### src/hdl/ubd_pkg.sv
// ----------------------------------------------------------------------------
// ubd_pkg
// Shared widths and the per-cell payload type of the unsigned divider.
// ----------------------------------------------------------------------------
`default_nettype none

package ubd_pkg;

   localparam int WIDTH  = 32;
   localparam int DATA_W = 2 * WIDTH;

   // acc: dividend bits still to enter (high) and quotient bits so far (low)
   typedef struct packed {
      logic [WIDTH-1:0] rem;
      logic [WIDTH-1:0] acc;
      logic [WIDTH-1:0] den;
   } ubd_stage_type;

endpackage

`default_nettype wire

### src/hdl/ubd_cell.sv
// ----------------------------------------------------------------------------
// ubd_cell
// One shift-and-subtract step of the divider with its own pipeline register.
// ----------------------------------------------------------------------------
`default_nettype none

module ubd_cell import ubd_pkg::*; (
   input  wire logic          clock,
   input  wire logic          reset,
   input  wire logic          in_valid,
   output logic               in_ready,
   input  wire ubd_stage_type in_stage,
   output logic               out_valid,
   input  wire logic          out_ready,
   output ubd_stage_type      out_stage
);

   logic          valid_ff;
   logic          valid_in;
   ubd_stage_type stage_ff;
   ubd_stage_type stage_in;
   logic [WIDTH-1:0] trial;
   logic [WIDTH-1:0] diff;
   logic             take;

   assign in_ready = !valid_ff || out_ready;

   always_comb begin
      trial = {in_stage.rem[WIDTH-2:0], in_stage.acc[WIDTH-1]};
      diff  = trial - in_stage.den;
      take  = in_stage.rem[WIDTH-1] || (trial >= in_stage.den);
      stage_in.rem = take ? diff : trial;
      stage_in.acc = {in_stage.acc[WIDTH-2:0], take};
      stage_in.den = in_stage.den;
   end

   always_comb begin
      valid_in = in_ready ? in_valid : valid_ff;
   end

   always_ff @(posedge clock) begin
      if (reset) begin
         valid_ff <= 1'b0;
      end else begin
         valid_ff <= valid_in;
      end
   end

   // hold payload while stalled
   always_ff @(posedge clock) begin
      if (in_ready && in_valid) begin
         stage_ff <= stage_in;
      end
   end

   assign out_valid = valid_ff;
   assign out_stage = stage_ff;

endmodule

`default_nettype wire

### config.mk
export PLATFORM = sky130hd
export DESIGN_NAME = ubd_cell
export DESIGN_NICKNAME = d
export VERILOG_FILES = /design/src/hdl/ubd_pkg.sv /design/src/hdl/ubd_cell.sv
export SDC_FILE = /design/constraint.sdc
export NUM_CORES = 1
export LEC_CHECK = 0
export BUFFER_PORTS_ARGS = -buffer_cell sky130_fd_sc_hd__buf_2
export CAP_MARGIN = 10
export CORE_UTILIZATION = 35
export CTS_CLUSTER_SIZE = 24
export DETAILED_ROUTE_END_ITERATION = 10
export PLACE_DENSITY_LB_ADDON = 0.05
export SLEW_MARGIN = 20
export SYNTH_ARGS = -nofsm -noshare
export SYNTH_HDL_FRONTEND = slang
export SYNTH_SLANG_ARGS = --single-unit
### constraint.sdc
create_clock -name clock -period 3.2 [get_ports clock]
set_input_delay 0.16 -clock clock [delete_from_list [all_inputs] [get_ports clock]]
set_output_delay 0.16 -clock clock [all_outputs]
set_load 0.05 [all_outputs]
==> metrics.log <==
INFO  metric power.clock.fraction = 28.2%
INFO  metric yosys-top-cells-count = edfxtp_1, nand2_1, inv_1, a21oi_1, ha_1
INFO  metric io_buffers = 197
INFO  metric antenna_violating_nets_post_route = 0
INFO  metric critical_path.max_fanout = 28
INFO  metric internal_power = 2.45 mW
INFO  metric timing_worst_setup_path_type = input port to flop
INFO  metric power.leakage = 3.31 nW
INFO  metric max_freq = 324 MHz
INFO  metric syn_avg_cell_area = 11.2 um^2
INFO  metric synthCells = 484
INFO  metric worst-endpoint-required = 3310 ps
INFO  metric rsz0062_at_grt = false
INFO  metric top_signal_layer_used = met4
INFO  metric die_area = 16,000 um^2
INFO  metric crit_arrival = 3200 ps
INFO  metric vias = 4,623
INFO  metric synth_edf_count = 96
INFO  metric netlist.top_cell.by_area = edfxtp_1
INFO  metric die_height = 127 um
INFO  metric gpl.final_weighted_congestion = 0.837
INFO  metric syn_to_final_growth = 38.2%
INFO  metric antenna_found_initial = 1
INFO  metric drt_first_iter_violations = 255
INFO  metric synthFlopType = edfxtp_1
INFO  metric number_of_global_route_vias_before_repair = 4,453
INFO  metric place_area = 6600 um^2
INFO  metric cts-htree-levels = 3
INFO  metric fillerInstances = 1,423
INFO  metric cap_violations = 0
INFO  metric post_synth_main_area_contributors = edfxtp_1, ha_1, nand2_1
INFO  metric placementRows = 45
INFO  metric ios = 198
INFO  metric insertion_delay = 350 ps
INFO  metric final_max_slew_viol_count = 0
INFO  metric core_footprint = 15,100 um^2
INFO  metric report.final.hold_viol_count = 0
INFO  metric fin_tns_setup = 0 ps
INFO  metric timing.critical_path.from_type = input port
INFO  metric detailedPlacementHpwl = 10.7 mm
INFO  metric dr.pass1.iters = 4
INFO  metric avgViaCountPerCell = 4.94
INFO  metric tritoncts_num_sinks = 97
INFO  metric final.hold.worst_slack = 17.8 ps
INFO  metric timing.max_slew.rel_slack = 60.8%
INFO  metric r2r_cells = 3
INFO  metric final_cell_area = 7500 um^2
INFO  metric worstHoldPathType = input port to flop
INFO  metric sequentialPowerShare = 41.3%
INFO  metric power.total = 3.75 mW
INFO  metric met1_length = 6.98 mm
INFO  metric multi_input_area = 2250 um^2
INFO  metric power_density = 500 nW/um^2
INFO  metric wl_met2 = 6.44 mm
INFO  metric routedWlPerCell = 15.6 um
INFO  metric drive_above_1_share = 32.6%
INFO  metric synth.most_common_cell = edfxtp_1
INFO  metric global_route_wire_length_before_repair = 22.5 mm
INFO  metric gr-total-overflow = 0
INFO  metric irDropWorstVdd = 0.000225 V
INFO  metric cp-end-kind = flop
INFO  metric p_switching = 1.30 mW
INFO  metric timing.final.crit_period = 3090 ps
INFO  metric fin_worst_skew = 6.74 ps
INFO  metric drcViolationCount = 0
INFO  metric die_w = 127 um
INFO  metric tritoncts.num_buffers = 9
INFO  metric synth_fp_nets = 617
INFO  metric routed_wire_length = 14.6 mm
INFO  metric yosysTopAreaCellShare = 53.1%
INFO  metric clock-root-buffer = clkbuf_16
INFO  metric footprint_of_the_flip_flops_and_latches = 2900 um^2
INFO  metric cts_tree = yes
INFO  metric timing.final.crit_share = 96.4%
INFO  metric p_comb_share = 30.4%
INFO  metric synth-seq-area-share = 53.5%
INFO  metric routed-wl-met3 = 889 um
INFO  metric grt_overall_usage = 18.1%
INFO  metric initial_core_util = 35.8%
INFO  metric grt_max_degree = 57
INFO  metric clkSlewWorstSetupHoldPaths = 80 ps
INFO  metric synth.yosys.warnings = 0
INFO  metric synth_seq_cells = 97
INFO  metric maximum_buffer_depth_of_the_clock_tree = 2
INFO  metric finalNetCount = 874
INFO  metric min_delay_path_depth = 1
INFO  metric synth_cell_type_count = 62
INFO  metric setup_viol = 0
INFO  metric async_reset_ff_share = 0%
INFO  metric worst_pin_slew = 588 ps
INFO  metric swShare = 34.7%
INFO  metric synth.cell_area = 5430 um^2
INFO  metric run_status = complete, no violations
power by group through the flow:
stage                     registers [mW]  logic, mW  clock network (mW)
after floorplan                     1.94      0.459                   0
after global placement              1.58       1.08                   0
after detailed placement            1.58       1.08                   0
after CTS                           1.55       1.15                1.11
after global routing                1.56       1.23                1.15
final                               1.55       1.14                1.06
per-layer routing:
metal  track usage (%)  up-vias
met2              28.9      180
met1              24.2     2108
met3              3.67       18
met5                 0        -
met4              6.95        0
li1                  -     2317
worst paths after layout:
path              slack [ps]                       to              startpoint
setup / recovery         110  out_stage[90]$_DFFE_PP_             in_stage[2]
hold / removal            20  out_stage[16]$_DFFE_PP_            in_stage[16]
hold reg to reg          550   out_valid$_SDFFE_PP0N_  out_valid$_SDFFE_PP0N_
setup reg to reg        1500  out_stage[31]$_DFFE_PP_  out_valid$_SDFFE_PP0N_
worst max-delay path, stage by stage:
cell and delay, ps:
dlygate4sd3_1 520, buf_2 110, inv_1 40, ha_1 350
nor2b_4 170, o31ai_4 260, a21o_2 220, nand3_1 120
a211o_1 320, a311oi_4 390, buf_12 230, a211oi_1 70
a22o_1 220
cells in the final DEF, fill, tap and decap left out, types with 3 or more instances in the layout:
| master | instances |
|---|---|
| nor2b_1 | 3 |
| buf_2 | 197 |
| o21a_1 | 6 |
| nand2_2 | 3 |
| o21ai_0 | 19 |
| xor2_1 | 8 |
| nor4_1 | 4 |
| a21oi_2 | 3 |
| o21ai_2 | 10 |
| inv_1 | 40 |
| nand4_1 | 4 |
| clkbuf_16 | 9 |
| o31ai_1 | 7 |
| nor3_1 | 9 |
| o21bai_1 | 3 |
| nor2_1 | 15 |
| edfxtp_1 | 96 |
| a211oi_1 | 6 |
| nand3_1 | 8 |
| ha_1 | 32 |
| o21ai_1 | 13 |
| dlygate4sd3_1 | 61 |
| or3_1 | 3 |
| a21o_2 | 3 |
| a21oi_1 | 32 |
| a211o_1 | 4 |
| xnor2_1 | 9 |
| nand2b_1 | 7 |
| buf_12 | 3 |
| a21o_1 | 15 |
| and2_1 | 4 |
| nand2_1 | 60 |
| a31oi_1 | 4 |
logic make-up (layout without fill, tap and decap cells):
family | Yosys count | count (layout) | share of synthesized area (%)
buf+inv | 57 | 319 | 5.14
compound gates | 151 | 151 | 19.5
xor+xnor | 17 | 17 | 2.74
other cells | 0 | 1 | 0
mux | 1 | 1 | 0.184
fa+ha+maj | 33 | 33 | 7.75
simple gates | 128 | 128 | 11.2
flops | 97 | 97 | 53.5
state kept, by name (all words and copies together) (netlist names):
register / count
out_stage: 96
out_valid: 1
final cells by class:
class,instances,share of cell area (%)
Antenna cell,1,0.0334
Clock buffer,9,3.00
Multi-Input combinational cell,330,30.0
Timing Repair Buffer,263,22.3
Inverter,40,2.00
Sequential cell,97,38.7
Tap cell,188,3.14
Clock inverter,7,0.817
timing repair:
item | CTS | global route
setup buffers | 0 | 0
hold buffers | 60 | 1
hold endpoints to repair | 60 | 1
gates resized for setup | 0 | 1
setup endpoints to repair | 0 | 2
through the flow:
stage / utilization [%] / setup WS [ps] / std cells
after floorplan: - / 493 / 484
final: 49.5 / 114 / 935
after global routing: 49.5 / 0.395 / 934
after detailed placement: 43.6 / 258 / 857
after global placement: 43.6 / 254 / 857
after CTS: 49.4 / 118 / 933
No activity file was read; power rests on OpenSTA's default activity.
